### config.mk
export PLATFORM = sky130hd
export DESIGN_NAME = integer_to_roman_numeral
export DESIGN_NICKNAME = d
export VERILOG_FILES = /design/src/rtl/i2r_pkg.sv /design/src/rtl/i2r_ucode_rom.sv /design/src/rtl/i2r_datapath.sv /design/src/rtl/integer_to_roman_numeral.sv
export VERILOG_INCLUDE_DIRS = /design/src /design/src/rtl
export SDC_FILE = /design/constraint.sdc
export NUM_CORES = 1
export LEC_CHECK = 0
export ABC_AREA = 1
export BUFFER_PORTS_ARGS = -buffer_cell sky130_fd_sc_hd__buf_2
export CAP_MARGIN = 25
export CORE_MARGIN = 2
export CORE_UTILIZATION = 45
export CTS_BUF_LIST = sky130_fd_sc_hd__clkbuf_16
export DETAILED_ROUTE_END_ITERATION = 8
export GPL_TIMING_DRIVEN = 0
export SLEW_MARGIN = 25
export SYNTH_ARGS = -nofsm -noshare
export SYNTH_HDL_FRONTEND = slang
export SYNTH_SLANG_ARGS = --single-unit
### constraint.sdc
create_clock -name clk -period 6.57 [get_ports clk]
set_input_delay 0.9855 -clock clk [delete_from_list [all_inputs] [get_ports clk]]
set_output_delay 0.9855 -clock clk [all_outputs]
set_load 0.02 [all_outputs]
### src/rtl/integer_to_roman_numeral_macros.svh
// Assertion macros for the integer_to_roman_numeral block.
// Each use expects clk and arst_n in scope.
`ifndef INTEGER_TO_ROMAN_NUMERAL_MACROS_SVH
`define INTEGER_TO_ROMAN_NUMERAL_MACROS_SVH

`ifndef SYNTHESIS

`define I2R_ASSERT_NOW(label, ante, cons, msg) \
	label: assert property (@(posedge clk) disable iff (!arst_n) (ante) |-> (cons)) \
		else $error(msg);

`define I2R_ASSERT_NEXT(label, ante, cons, msg) \
	label: assert property (@(posedge clk) disable iff (!arst_n) (ante) |=> (cons)) \
		else $error(msg);

`else

`define I2R_ASSERT_NOW(label, ante, cons, msg)

`define I2R_ASSERT_NEXT(label, ante, cons, msg)

`endif

`endif

### src/rtl/i2r_pkg.sv
`default_nettype none

package i2r_pkg;

	localparam int ValueW = 12;
	localparam int SymW = 8;
	localparam int PcW = 4;
	localparam int DigW = 4;
	localparam int PlaceW = 2;
	localparam int NumPlaces = 4;

	localparam logic [ValueW-1:0] MaxValue = 12'd3999;
	localparam int unsigned ThUnit = 1000;
	localparam int unsigned HuUnit = 100;
	localparam int unsigned TeUnit = 10;

	localparam logic [SymW-1:0] CharI = 8'h49;
	localparam logic [SymW-1:0] CharV = 8'h56;
	localparam logic [SymW-1:0] CharX = 8'h58;
	localparam logic [SymW-1:0] CharL = 8'h4c;
	localparam logic [SymW-1:0] CharC = 8'h43;
	localparam logic [SymW-1:0] CharD = 8'h44;
	localparam logic [SymW-1:0] CharM = 8'h4d;
	localparam logic [SymW-1:0] CharNul = 8'h00;

	// micro-ops
	localparam logic [2:0] OP_WAIT = 3'd0;
	localparam logic [2:0] OP_EXT_TH = 3'd1;
	localparam logic [2:0] OP_EXT_HU = 3'd2;
	localparam logic [2:0] OP_EXT_TU = 3'd3;
	localparam logic [2:0] OP_EMIT = 3'd4;
	localparam logic [2:0] OP_ERR = 3'd5;

	// letter select within a decimal place
	localparam logic [1:0] SEL_ONE = 2'd0;
	localparam logic [1:0] SEL_FIVE = 2'd1;
	localparam logic [1:0] SEL_TEN = 2'd2;

	// sequencing
	localparam logic [1:0] SEQ_LOAD = 2'd0;
	localparam logic [1:0] SEQ_NEXT = 2'd1;
	localparam logic [1:0] SEQ_DISPATCH = 2'd2;
	localparam logic [1:0] SEQ_HOME = 2'd3;

	// microprogram addresses
	localparam logic [PcW-1:0] PC_WAIT = 4'd0;
	localparam logic [PcW-1:0] PC_EXT_TH = 4'd1;
	localparam logic [PcW-1:0] PC_EXT_HU = 4'd2;
	localparam logic [PcW-1:0] PC_EXT_TU = 4'd3;
	localparam logic [PcW-1:0] PC_ONE3 = 4'd4;
	localparam logic [PcW-1:0] PC_ONE2 = 4'd5;
	localparam logic [PcW-1:0] PC_ONE1 = 4'd6;
	localparam logic [PcW-1:0] PC_FIVE3 = 4'd7;
	localparam logic [PcW-1:0] PC_FIVE2 = 4'd8;
	localparam logic [PcW-1:0] PC_FIVE1 = 4'd9;
	localparam logic [PcW-1:0] PC_FIVE0 = 4'd10;
	localparam logic [PcW-1:0] PC_NINE_A = 4'd11;
	localparam logic [PcW-1:0] PC_NINE_B = 4'd12;
	localparam logic [PcW-1:0] PC_FOUR_A = 4'd13;
	localparam logic [PcW-1:0] PC_FOUR_B = 4'd14;
	localparam logic [PcW-1:0] PC_ERR = 4'd15;

	typedef struct packed {
		logic [2:0] op;
		logic [1:0] sel;
		logic [1:0] seq;
		logic [PcW-1:0] target;
	} ctrl_t;

	typedef struct packed {
		logic [PcW-1:0] entry;
		logic more;
		logic bad;
	} stat_t;

	// compare at full width so large multiples of the unit do not wrap
	function automatic logic [DigW-1:0] digit_of(input logic [ValueW-1:0] r,
			input int unsigned unit);
		logic [DigW-1:0] d;
		d = '0;
		for (int k = 1; k < 10; k++) begin
			if (32'(r) >= 32'(k) * unit) begin
				d = DigW'(k);
			end
		end
		return d;
	endfunction

	function automatic logic [ValueW-1:0] part_of(input logic [DigW-1:0] d,
			input int unsigned unit);
		return ValueW'(32'(d) * unit);
	endfunction

	// routine entry for one decimal digit
	function automatic logic [PcW-1:0] entry_of(input logic [DigW-1:0] d);
		logic [PcW-1:0] pc;
		case (d)
			4'd1: pc = PC_ONE1;
			4'd2: pc = PC_ONE2;
			4'd3: pc = PC_ONE3;
			4'd4: pc = PC_FOUR_A;
			4'd5: pc = PC_FIVE0;
			4'd6: pc = PC_FIVE1;
			4'd7: pc = PC_FIVE2;
			4'd8: pc = PC_FIVE3;
			4'd9: pc = PC_NINE_A;
			default: pc = PC_WAIT;
		endcase
		return pc;
	endfunction

	function automatic logic [SymW-1:0] letter_of(input logic [PlaceW-1:0] place,
			input logic [1:0] sel);
		logic [SymW-1:0] one, five, ten, ch;
		case (place)
			2'd0: begin one = CharI; five = CharV; ten = CharX; end
			2'd1: begin one = CharX; five = CharL; ten = CharC; end
			2'd2: begin one = CharC; five = CharD; ten = CharM; end
			default: begin one = CharM; five = CharNul; ten = CharNul; end
		endcase
		case (sel)
			SEL_ONE: ch = one;
			SEL_FIVE: ch = five;
			SEL_TEN: ch = ten;
			default: ch = CharNul;
		endcase
		return ch;
	endfunction

endpackage

`default_nettype wire

### src/rtl/i2r_ucode_rom.sv
`default_nettype none

module i2r_ucode_rom (
	input  logic [i2r_pkg::PcW-1:0] pc,
	output i2r_pkg::ctrl_t          ctrl
);

	always_comb begin
		ctrl = '{op: i2r_pkg::OP_WAIT, sel: i2r_pkg::SEL_ONE,
			seq: i2r_pkg::SEQ_LOAD, target: i2r_pkg::PC_WAIT};
		case (pc)
			i2r_pkg::PC_WAIT: begin
				ctrl.seq = i2r_pkg::SEQ_LOAD;
			end
			i2r_pkg::PC_EXT_TH: begin
				ctrl.op = i2r_pkg::OP_EXT_TH;
				ctrl.seq = i2r_pkg::SEQ_NEXT;
				ctrl.target = i2r_pkg::PC_EXT_HU;
			end
			i2r_pkg::PC_EXT_HU: begin
				ctrl.op = i2r_pkg::OP_EXT_HU;
				ctrl.seq = i2r_pkg::SEQ_NEXT;
				ctrl.target = i2r_pkg::PC_EXT_TU;
			end
			i2r_pkg::PC_EXT_TU: begin
				ctrl.op = i2r_pkg::OP_EXT_TU;
				ctrl.seq = i2r_pkg::SEQ_DISPATCH;
			end
			i2r_pkg::PC_ONE3: begin
				ctrl.op = i2r_pkg::OP_EMIT;
				ctrl.seq = i2r_pkg::SEQ_NEXT;
				ctrl.target = i2r_pkg::PC_ONE2;
			end
			i2r_pkg::PC_ONE2: begin
				ctrl.op = i2r_pkg::OP_EMIT;
				ctrl.seq = i2r_pkg::SEQ_NEXT;
				ctrl.target = i2r_pkg::PC_ONE1;
			end
			i2r_pkg::PC_ONE1: begin
				ctrl.op = i2r_pkg::OP_EMIT;
				ctrl.seq = i2r_pkg::SEQ_DISPATCH;
			end
			i2r_pkg::PC_FIVE3: begin
				ctrl.op = i2r_pkg::OP_EMIT;
				ctrl.sel = i2r_pkg::SEL_FIVE;
				ctrl.seq = i2r_pkg::SEQ_NEXT;
				ctrl.target = i2r_pkg::PC_ONE3;
			end
			i2r_pkg::PC_FIVE2: begin
				ctrl.op = i2r_pkg::OP_EMIT;
				ctrl.sel = i2r_pkg::SEL_FIVE;
				ctrl.seq = i2r_pkg::SEQ_NEXT;
				ctrl.target = i2r_pkg::PC_ONE2;
			end
			i2r_pkg::PC_FIVE1: begin
				ctrl.op = i2r_pkg::OP_EMIT;
				ctrl.sel = i2r_pkg::SEL_FIVE;
				ctrl.seq = i2r_pkg::SEQ_NEXT;
				ctrl.target = i2r_pkg::PC_ONE1;
			end
			i2r_pkg::PC_FIVE0: begin
				ctrl.op = i2r_pkg::OP_EMIT;
				ctrl.sel = i2r_pkg::SEL_FIVE;
				ctrl.seq = i2r_pkg::SEQ_DISPATCH;
			end
			i2r_pkg::PC_NINE_A: begin
				ctrl.op = i2r_pkg::OP_EMIT;
				ctrl.seq = i2r_pkg::SEQ_NEXT;
				ctrl.target = i2r_pkg::PC_NINE_B;
			end
			i2r_pkg::PC_NINE_B: begin
				ctrl.op = i2r_pkg::OP_EMIT;
				ctrl.sel = i2r_pkg::SEL_TEN;
				ctrl.seq = i2r_pkg::SEQ_DISPATCH;
			end
			i2r_pkg::PC_FOUR_A: begin
				ctrl.op = i2r_pkg::OP_EMIT;
				ctrl.seq = i2r_pkg::SEQ_NEXT;
				ctrl.target = i2r_pkg::PC_FOUR_B;
			end
			i2r_pkg::PC_FOUR_B: begin
				ctrl.op = i2r_pkg::OP_EMIT;
				ctrl.sel = i2r_pkg::SEL_FIVE;
				ctrl.seq = i2r_pkg::SEQ_DISPATCH;
			end
			i2r_pkg::PC_ERR: begin
				ctrl.op = i2r_pkg::OP_ERR;
				ctrl.seq = i2r_pkg::SEQ_HOME;
			end
			default: begin
				ctrl.seq = i2r_pkg::SEQ_HOME;
			end
		endcase
	end

endmodule

`default_nettype wire

### src/rtl/i2r_datapath.sv
`default_nettype none

module i2r_datapath (
	input  logic                          clk,
	input  logic                          load,
	input  logic                          adv,
	input  logic [i2r_pkg::ValueW-1:0]    value,
	input  i2r_pkg::ctrl_t                ctrl,
	output i2r_pkg::stat_t                stat,
	output logic [i2r_pkg::SymW-1:0]      letter
);

	logic [i2r_pkg::ValueW-1:0] rem_q;
	logic [i2r_pkg::DigW-1:0]   dig_q [i2r_pkg::NumPlaces];
	logic [i2r_pkg::DigW-1:0]   dig_d [i2r_pkg::NumPlaces];
	logic [i2r_pkg::PlaceW-1:0] place_q;
	logic [i2r_pkg::PlaceW-1:0] fplace;
	logic [i2r_pkg::PlaceW:0]   top;
	logic                       found;
	logic [i2r_pkg::DigW-1:0]   d_th, d_hu, d_tu, units;

	assign d_th = i2r_pkg::digit_of(rem_q, i2r_pkg::ThUnit);
	assign d_hu = i2r_pkg::digit_of(rem_q, i2r_pkg::HuUnit);
	assign d_tu = i2r_pkg::digit_of(rem_q, i2r_pkg::TeUnit);
	assign units = i2r_pkg::DigW'(rem_q - i2r_pkg::part_of(d_tu, i2r_pkg::TeUnit));

	// digits as they stand after this step, for the next-digit search
	always_comb begin
		dig_d = dig_q;
		if (ctrl.op == i2r_pkg::OP_EXT_TU) begin
			dig_d[1] = d_tu;
			dig_d[0] = units;
		end
	end

	// highest nonzero digit below the current place, or over all places in the tens-and-units split step
	always_comb begin
		top = (ctrl.op == i2r_pkg::OP_EXT_TU) ? (i2r_pkg::PlaceW+1)'(i2r_pkg::NumPlaces)
			: {1'b0, place_q};
		found = 1'b0;
		fplace = '0;
		for (int p = 0; p < i2r_pkg::NumPlaces; p++) begin
			if ((i2r_pkg::PlaceW+1)'(p) < top && dig_d[p] != '0) begin
				found = 1'b1;
				fplace = i2r_pkg::PlaceW'(p);
			end
		end
	end

	assign stat.entry = i2r_pkg::entry_of(dig_d[fplace]);
	assign stat.more = found;
	assign stat.bad = (value == '0) || (value > i2r_pkg::MaxValue);
	assign letter = i2r_pkg::letter_of(place_q, ctrl.sel);

	always_ff @(posedge clk) begin
		if (load) begin
			rem_q <= value;
		end else if (adv) begin
			case (ctrl.op)
				i2r_pkg::OP_EXT_TH: begin
					dig_q[3] <= d_th;
					rem_q <= rem_q - i2r_pkg::part_of(d_th, i2r_pkg::ThUnit);
				end
				i2r_pkg::OP_EXT_HU: begin
					dig_q[2] <= d_hu;
					rem_q <= rem_q - i2r_pkg::part_of(d_hu, i2r_pkg::HuUnit);
				end
				i2r_pkg::OP_EXT_TU: begin
					dig_q[1] <= d_tu;
					dig_q[0] <= units;
				end
				default: ;
			endcase
		end
		if (adv && ctrl.seq == i2r_pkg::SEQ_DISPATCH && found) begin
			place_q <= fplace;
		end
	end

endmodule

`default_nettype wire

### src/rtl/integer_to_roman_numeral.sv
// Integer to Roman numeral converter.
// Request channel: req_valid/req_stall with value (12-bit unsigned). Response
// channel: chr_valid/chr_stall with symbol (ASCII), last and error, one
// character per transfer, most significant letter first, last set on the
// final letter of a numeral.
// Values 1 to 3999 give 1 to 15 characters. Zero and values above 3999 give
// one transfer with symbol 0, last 1 and error 1.
// A microprogram sequences the work: after the request is taken, three steps
// split the value into thousands, hundreds, tens and units, then one step per
// character loads the output register. One request is in flight at a time:
// req_stall is high from the request edge until the last character has been
// loaded into the output register.
// A stalled receiver holds the output register and freezes the sequencer at
// its next output step; the splitting steps do not wait for it.
// Reset clears the sequencer to its wait step and drops chr_valid.
`default_nettype none
`include "integer_to_roman_numeral_macros.svh"

module integer_to_roman_numeral (
	input  logic                       clk,
	input  logic                       arst_n,
	input  logic                       req_valid,
	output logic                       req_stall,
	input  logic [i2r_pkg::ValueW-1:0] value,
	output logic                       chr_valid,
	input  logic                       chr_stall,
	output logic [i2r_pkg::SymW-1:0]   symbol,
	output logic                       last,
	output logic                       error
);

	logic [i2r_pkg::PcW-1:0]  pc_q, pc_d;
	i2r_pkg::ctrl_t           ctrl;
	i2r_pkg::stat_t           stat;
	logic [i2r_pkg::SymW-1:0] letter;
	logic                     accept, emit, adv, out_free, is_ext;
	logic                     chr_valid_q, last_q, error_q;
	logic [i2r_pkg::SymW-1:0] symbol_q;

	i2r_ucode_rom u_rom (
		.pc   (pc_q),
		.ctrl (ctrl)
	);

	i2r_datapath u_dp (
		.clk    (clk),
		.load   (accept),
		.adv    (adv),
		.value  (value),
		.ctrl   (ctrl),
		.stat   (stat),
		.letter (letter)
	);

	assign req_stall = (ctrl.seq != i2r_pkg::SEQ_LOAD);
	assign accept = req_valid && !req_stall;
	assign out_free = !chr_valid_q || !chr_stall;
	assign is_ext = ctrl.op inside {i2r_pkg::OP_EXT_TH, i2r_pkg::OP_EXT_HU,
		i2r_pkg::OP_EXT_TU};
	assign emit = (ctrl.op == i2r_pkg::OP_EMIT || ctrl.op == i2r_pkg::OP_ERR) && out_free;
	assign adv = is_ext || emit;

	always_comb begin
		case (ctrl.seq)
			i2r_pkg::SEQ_LOAD: pc_d = accept ? (stat.bad ? i2r_pkg::PC_ERR
				: i2r_pkg::PC_EXT_TH) : pc_q;
			i2r_pkg::SEQ_NEXT: pc_d = adv ? ctrl.target : pc_q;
			i2r_pkg::SEQ_DISPATCH: pc_d = adv ? (stat.more ? stat.entry
				: i2r_pkg::PC_WAIT) : pc_q;
			i2r_pkg::SEQ_HOME: pc_d = adv ? i2r_pkg::PC_WAIT : pc_q;
			default: pc_d = i2r_pkg::PC_WAIT;
		endcase
	end

	always_ff @(posedge clk or negedge arst_n) begin
		if (!arst_n) begin
			pc_q <= i2r_pkg::PC_WAIT;
			chr_valid_q <= 1'b0;
		end else begin
			pc_q <= pc_d;
			if (emit) begin
				chr_valid_q <= 1'b1;
			end else if (!chr_stall) begin
				chr_valid_q <= 1'b0;
			end
		end
	end

	always_ff @(posedge clk) begin
		if (emit) begin
			if (ctrl.op == i2r_pkg::OP_ERR) begin
				symbol_q <= i2r_pkg::CharNul;
				last_q <= 1'b1;
				error_q <= 1'b1;
			end else begin
				symbol_q <= letter;
				last_q <= (ctrl.seq == i2r_pkg::SEQ_DISPATCH) && !stat.more;
				error_q <= 1'b0;
			end
		end
	end

	assign chr_valid = chr_valid_q;
	assign symbol = symbol_q;
	assign last = last_q;
	assign error = error_q;

	`I2R_ASSERT_NEXT(a_bad_to_err, accept && stat.bad, pc_q == i2r_pkg::PC_ERR, "bad value not flagged")
	`I2R_ASSERT_NEXT(a_split_nonzero, pc_q == i2r_pkg::PC_EXT_TU, pc_q != i2r_pkg::PC_WAIT, "in-range value gave no digit")
	`I2R_ASSERT_NEXT(a_hold_on_stall, (ctrl.op == i2r_pkg::OP_EMIT || ctrl.op == i2r_pkg::OP_ERR) && chr_valid_q && chr_stall, $stable(pc_q), "sequencer moved while output blocked")
	`I2R_ASSERT_NOW(a_err_shape, chr_valid_q && error_q, last_q && symbol_q == i2r_pkg::CharNul, "malformed error response")

endmodule

`default_nettype wire
==> impl_metrics.yaml, run 1 <==
placed_design:
  dpl.hpwl_um: 8320
  pre_cts_setup_slack_ps: 1670
  place_area_um2: 4500
  placement.io_buffers: 25
  gp_congestion: 0.892
floorplan:
  start_util: 0.459
  die_extent_in_y_um: 101
  io_pins: 28
  core_area_um2: 9200
  design.die.area_um2: 10200
  die_width_um: 101
  core.rowCount: 35
routing:
  drt_pre_antenna_iters: 4
  routed_wire_length_per_instance_um: 14.1
  routed_wl_um: 10100
  route.detailed.vias_per_inst: 5.21
  route.antenna.remaining_nets: 0
  detailedRoute.firstIterationViolations: 171
  post-route-drc-count: 0
  via_count: 3739
layout:
  fillerInstances: 896
  antenna-diode-count: 0
  area_growth_syn_to_layout_pct: 11.0
  finalNetCount: 666
  finish.instance_area_um2: 4690
  final_layout_size_suffix_gt1_frac: 0.148
global_routing:
  grt-ovfl-total: 0
  number_of_global_route_vias_before_repair: 3518
  gr-usage-all-layers: 0.208
  grt_first_pass_wirelength_um: 16900
  grt_max_degree: 14
  antenna_found_initial: 0
outcome:
  outcome: "complete, no violations"
critical_path:
  end_kind: "flip-flop"
  worst_flop_to_flop_path_endpoint: "u_dp.rem_q[10]"
  path_class: "flip-flop to flip-flop"
  crit_path_end: "u_dp.rem_q[10]"
  reg2reg_setup_slack_ps: 1680
  critical_path_required_ps: 6590
  r2r_start: "u_dp.rem_q[4]"
  critPathLaunch: "u_dp.rem_q[4]"
  critical_path.startpoint_type: "flip-flop"
  worst_ep_arrival_time_ps: 4910
  worst-path-max-fanout: 8
  reg2regPathDepth: 25
timing:
  final_min_period_over_clock_period: 0.744
  relSlewSlack: 0.444
  grt_setup_unrepaired: "false"
  period_needed_ps: 4890
  finalSetupViolCount: 0
  timing.final.ws_setup_ps: 1680
  slew_violations: 0
  timing_worst_slew_pin_value_ps: 824
  fmax_ghz: 0.204
  setup_total_negative_slack_ps: 0
  skew_ps: 6.99
  timing_hold_violations_final: 0
cts:
  clk_latency_ps: 280
  post_cts_resized: 0
  cts_tree: "done"
  cts_buffer_depth: 2
  postCtsSetupRepairBufs: 0
  cts-htree-levels: 2
  cts.clk_slew.worst_paths_ps: 60
  cts_made_buffers: 5
  cts_root_buf: "sky130_fd_sc_hd__clkbuf_16"
  cts.sinks: 42
  ctsHoldBuffers: 0
job:
  drv.max_cap_violation_count: 0
synthesis:
  synth.distinct_cells: 49
  yosys_warnings: 0
  synth-edff-count: 37
  postSynthRegisterBits: 42
  synth-async-reset-ratio: 0.119
  synth_top_flop_cell: "sky130_fd_sc_hd__edfxtp_1"
  post_synthesis_instance_area_um2: 4230
  ys_seq_area_frac: 0.293
  postSynthCellCount: 572
  postSynthAreaPerCell_um2: 7.39
hold_path:
  holdCritPathClass: "input port to asynchronous set/reset pin"
-- state kept, by name (all words and copies together), names as in the netlist --
name / count
last: 1
symbol: 6
chr_valid: 1
u_dp.dig_q: 8
pc_q: 4
u_dp.rem_q: 12
error: 1
u_dp.place_q: 2
u_dp.dig_d: 7
-- synthesized netlist by cell type (3+ instances only) --
cell type                  instances  area share
sky130_fd_sc_hd__dfrtp_1           5       0.030
sky130_fd_sc_hd__nand2_2          11       0.016
sky130_fd_sc_hd__fa_1              6       0.028
sky130_fd_sc_hd__nor2_1           90       0.080
sky130_fd_sc_hd__inv_1            96       0.085
sky130_fd_sc_hd__nand3_1          22       0.026
sky130_fd_sc_hd__or2_2             6      0.0089
sky130_fd_sc_hd__o21ai_0          40       0.047
sky130_fd_sc_hd__a21oi_1          31       0.037
sky130_fd_sc_hd__nor2_4            3      0.0080
sky130_fd_sc_hd__a31oi_1           8       0.012
sky130_fd_sc_hd__nand2_4           3      0.0080
sky130_fd_sc_hd__nand3_2           4      0.0095
sky130_fd_sc_hd__clkbuf_1          3      0.0027
sky130_fd_sc_hd__xor2_1            5       0.010
sky130_fd_sc_hd__nand2_1          93       0.083
sky130_fd_sc_hd__ha_1             38        0.11
sky130_fd_sc_hd__o21ai_2           5       0.010
sky130_fd_sc_hd__nor2_2            4      0.0059
sky130_fd_sc_hd__nand3b_1          3      0.0053
sky130_fd_sc_hd__clkbuf_8          3      0.0098
sky130_fd_sc_hd__nor3_1            7      0.0083
sky130_fd_sc_hd__o31ai_1           3      0.0053
sky130_fd_sc_hd__nand4_1           5      0.0074
sky130_fd_sc_hd__edfxtp_1         37        0.26
sky130_fd_sc_hd__inv_2             7      0.0062
sky130_fd_sc_hd__xnor2_1           3      0.0062
-- stage by stage --
| step | cells | utilization | hold slack [ps] |
|---|---|---|---|
| CTS | 718 | 0.510 | 514 |
| finish | 718 | 0.510 | 510 |
| global placement | 709 | 0.489 | 489 |
| global route | 718 | 0.510 | 513 |
| floorplan | 573 | - | 507 |
| detailed placement | 710 | 0.489 | 502 |
-- area by class of cell --
class / instances / area, um^2 / share of cell area
Buffer: 9 / 100 / 0.0213
Tap cell: 111 / 139 / 0.0296
Multi-Input combinational cell: 418 / 2500 / 0.534
Sequential cell: 42 / 1240 / 0.264
Inverter: 104 / 390 / 0.0832
Clock inverter: 3 / 63.8 / 0.0136
Timing Repair Buffer: 26 / 133 / 0.0283
Clock buffer: 5 / 125 / 0.0267
-- worst min path at each step --
stage	startpoint	to	slack (ps)	cells past startpoint
floorplan	pc_q[3]	chr_valid	510	2
global placement	chr_valid	chr_valid	490	2
detailed placement	chr_valid	chr_valid	500	2
CTS	arst_n	chr_valid	510	1
global route	arst_n	chr_valid	510	1
finish	arst_n	chr_valid	510	1
-- cell families (layout without fill, tap and decap cells) --
logic type / Yosys count / in the layout / share of synthesized area
AOI/OAI and AO/OA: 103 / 103 / 0.144
xor gates and xnor gates: 8 / 8 / 0.0166
adders and majority gates: 44 / 44 / 0.141
buffers and inverters: 113 / 147 / 0.116
DFF: 42 / 42 / 0.293
muxes: 1 / 1 / 0.00266
other: 2 / 3 / 0.00178
and+or+nand+nor: 259 / 259 / 0.285
-- cells in the final DEF, fill, tap and decap left out, types with 6 or more instances in the layout --
cell                       netlist  routed
sky130_fd_sc_hd__nand2_2        11      11
sky130_fd_sc_hd__ha_1           38      38
sky130_fd_sc_hd__nor2_1         90      90
sky130_fd_sc_hd__inv_2           7       7
sky130_fd_sc_hd__a21oi_1        31      31
sky130_fd_sc_hd__nand2_1        93      93
sky130_fd_sc_hd__a31oi_1         8       8
sky130_fd_sc_hd__inv_1          96      96
sky130_fd_sc_hd__nor3_1          7       7
sky130_fd_sc_hd__fa_1            6       6
sky130_fd_sc_hd__or2_2           6       6
sky130_fd_sc_hd__edfxtp_1       37      37
sky130_fd_sc_hd__buf_2           0      25
sky130_fd_sc_hd__o21ai_0        40      39
sky130_fd_sc_hd__nand3_1        22      22
-- worst max-delay path, stage by stage (launching register included) --
cell	delay [ps]
sky130_fd_sc_hd__edfxtp_1	540
sky130_fd_sc_hd__inv_2	180
sky130_fd_sc_hd__nand2_2	130
sky130_fd_sc_hd__inv_1	100
sky130_fd_sc_hd__a21oi_1	90
sky130_fd_sc_hd__o41ai_1	240
sky130_fd_sc_hd__o21ai_0	140
sky130_fd_sc_hd__o311ai_0	110
sky130_fd_sc_hd__a2111oi_0	150
sky130_fd_sc_hd__o21ai_0	500
sky130_fd_sc_hd__ha_1	350
sky130_fd_sc_hd__ha_1	210
sky130_fd_sc_hd__inv_1	70
sky130_fd_sc_hd__fa_1	440
sky130_fd_sc_hd__ha_1	290
sky130_fd_sc_hd__inv_1	50
sky130_fd_sc_hd__o21ai_0	190
sky130_fd_sc_hd__inv_1	60
sky130_fd_sc_hd__nor2_1	110
sky130_fd_sc_hd__o21ai_0	90
sky130_fd_sc_hd__nand2_1	80
sky130_fd_sc_hd__a21oi_1	60
sky130_fd_sc_hd__o21ai_0	100
sky130_fd_sc_hd__o21ai_0	170
sky130_fd_sc_hd__nand2_1	120
sky130_fd_sc_hd__o21ai_0	80
-- per-layer routing --
metal | track usage | share of wire | routed length [um] | vias up
li1 | - | - | - | 1944
met1 | 0.308 | 0.51 | 5210 | 1710
met2 | 0.335 | 0.44 | 4470 | 75
met3 | 0.0236 | 0.035 | 357 | 10
met4 | 0.0291 | 0.010 | 101 | 0
met5 | 0 | 0 | 0 | -
Power of run 1 is left out: the tool's default activity adds up to more than one toggle a clock period on the data nets, which glitch-free logic cannot reach.
==> run 2: changes to the inputs <==
==> constraint.sdc (replaced) <==
create_clock -name clk -period 4.08 [get_ports clk]
set_input_delay 0.612 -clock clk [delete_from_list [all_inputs] [get_ports clk]]
set_output_delay 0.612 -clock clk [all_outputs]
set_load 0.02 [all_outputs]
==> impl_metrics.yaml, run 2 (synthesis results as in run 1) <==
critical_path:
  timing.critical_path.slowest_stage_cell: "sky130_fd_sc_hd__edfxtp_1"
  worst-path-max-fanout: 4
  critical_path.n_buffers_inverters: 5
  critical_path.startpoint_type: "flip-flop"
  critical_path_required_ps: 4100
  end_kind: "flip-flop"
  critical-path-top-cell-by-count: "sky130_fd_sc_hd__o21ai_1"
  path_class: "flip-flop to flip-flop"
  crit_path_max_incr_delay_ps: 460
  worst_ep_arrival_time_ps: 4350
  critPathTopFamily: "compound AO/OA/AOI/OAI gates"
timing:
  fmax_ghz: 0.231
  relSlewSlack: 0.469
  finalSetupViolCount: 3
  timing_hold_violations_final: 0
  period_needed_ps: 4320
  setup_total_negative_slack_ps: -660
  slew_violations: 0
  timing_worst_slew_pin_value_ps: 786
  timing.final.ws_setup_ps: -243
  skew_ps: 10.1
  grt_setup_unrepaired: "true"
  final_min_period_over_clock_period: 1.06
global_routing:
  number_of_global_route_vias_before_repair: 3807
  gr-usage-all-layers: 0.222
  global_route.usage.met2: 0.365
  grt_first_pass_wirelength_um: 17900
  antenna_found_initial: 0
  globalRoute.busiestLayer: "met2"
  grt_max_degree: 14
  grt-ovfl-total: 0
  grt_util_met3: 0.0243
  groute.layer.met1.usage: 0.319
placed_design:
  placement.io_buffers: 25
  gp_congestion: 0.891
  place.detailed.instances: 710
  dpl.hpwl_um: 8270
cts:
  cts_tree: "done"
  cts.sinks: 42
  cts_buffer_depth: 2
  ctsHoldBuffers: 0
  cts.clk_slew.worst_paths_ps: 60
  clk_latency_ps: 280
  cts_made_buffers: 5
  cts-htree-levels: 2
  cts_root_buf: "sky130_fd_sc_hd__clkbuf_16"
routing:
  route.detailed.vias_per_inst: 5.30
  routed_wl_um: 11200
  drt_pre_antenna_iters: 4
  via_count: 4062
  detailedRoute.firstIterationViolations: 225
  post-route-drc-count: 0
  routed_wire_length_per_instance_um: 14.6
  route.antenna.remaining_nets: 0
layout:
  highest_count_cells_in_the_layout_ignoring_fill_and_taps: "90 x sky130_fd_sc_hd__inv_1, 87 x sky130_fd_sc_hd__nand2_1, 80 x sky130_fd_sc_hd__nor2_1, 50 x sky130_fd_sc_hd__buf_4, 37 x sky130_fd_sc_hd__edfxtp_1"
  registers.top_by_ff_count: "u_dp.rem_q"
  finalNetCount: 714
  layout.cells.non_filler: 766
  fillerInstances: 880
  area_growth_syn_to_layout_pct: 24.7
  final_layout_size_suffix_gt1_frac: 0.279
  antenna-diode-count: 0
  largest_register_ffs: 12
  final_common_cell: "sky130_fd_sc_hd__inv_1"
outcome:
  violations: "setup timing"
  outcome: "complete, but fails checks"
job:
  drv.max_cap_violation_count: 0
hold_path:
  holdCritPathClass: "input port to asynchronous set/reset pin"
floorplan:
  core.rowCount: 35
  die_width_um: 101
  io_pins: 28
  core_area_um2: 9200
  design.die.area_um2: 10200
  die_extent_in_y_um: 101
  start_util: 0.459
[run 2: final cells by class]
class / instances / area (um^2) / area share
plain buffers: 9 / 100 / 0.0190
inverters: 104 / 393 / 0.0746
flip-flops and latches: 42 / 1240 / 0.235
repair buffers: 74 / 497 / 0.0943
well taps: 111 / 139 / 0.0264
multi-input cells: 418 / 2740 / 0.520
clock inverters: 3 / 40.0 / 0.00760
clock buffers: 5 / 125 / 0.0237
[run 2: what timing repair did]
action | in CTS | in global routing
cloned | 0 | 0
gates resized for setup | 34 | 35
endpoints found under the setup margin | 5 | 12
buffers inserted | 37 | 15
pin swaps | 24 | 31
[run 2: path summary, 6_finish.rpt]
path / cells past startpoint / slack (ps) / endpoint / startpoint
max: 25 / -240 / u_dp.rem_q[10] / u_dp.rem_q[10]
min: 1 / 140 / chr_valid / arst_n
max reg2reg: 25 / -240 / u_dp.rem_q[10] / u_dp.rem_q[10]
min reg2reg: 2 / 510 / chr_valid / chr_valid
max in group asynchronous: 1 / 3810 / pc_q[1] / arst_n
min in group clk: 2 / 510 / chr_valid / chr_valid
[run 2: worst register-to-register path: stages (launching register included)]
cell and delay (ps):
sky130_fd_sc_hd__edfxtp_1 460, sky130_fd_sc_hd__buf_4 190, sky130_fd_sc_hd__nor2_4 130, sky130_fd_sc_hd__nand2_4 80, sky130_fd_sc_hd__o41ai_2 370, sky130_fd_sc_hd__o21ai_1 140
sky130_fd_sc_hd__o311ai_2 110, sky130_fd_sc_hd__a2111oi_4 130, sky130_fd_sc_hd__o21ai_2 190, sky130_fd_sc_hd__buf_4 150, sky130_fd_sc_hd__ha_2 150, sky130_fd_sc_hd__ha_2 180
sky130_fd_sc_hd__inv_2 40, sky130_fd_sc_hd__fa_1 460, sky130_fd_sc_hd__ha_1 300, sky130_fd_sc_hd__inv_2 50, sky130_fd_sc_hd__o21ai_1 140, sky130_fd_sc_hd__inv_1 70
sky130_fd_sc_hd__nor2_2 90, sky130_fd_sc_hd__o21ai_0 90, sky130_fd_sc_hd__nand2_1 80, sky130_fd_sc_hd__a21oi_1 60, sky130_fd_sc_hd__o21ai_1 100, sky130_fd_sc_hd__o21ai_1 130
sky130_fd_sc_hd__nand2_1 110, sky130_fd_sc_hd__o21ai_0 80
[run 2: per-layer routing]
metal	vias to the layer above	part of all wire
li1	2038	-
met1	1899	0.49
met2	113	0.46
met3	12	0.046
met4	0	0.010
met5	-	0
[run 2: metrics by stage]
step	instance area (um^2)	utilization	hold WS (ps)	setup slack [ps]
final	5270	0.573	137	-243
after global routing	5270	0.573	136	-563
after CTS	5030	0.547	136	-330
after detailed placement	4500	0.489	436	-708
after global placement	4490	0.489	435	-632
after floorplan	4230	-	316	8.82
Power of run 2 is left out for the same reason.
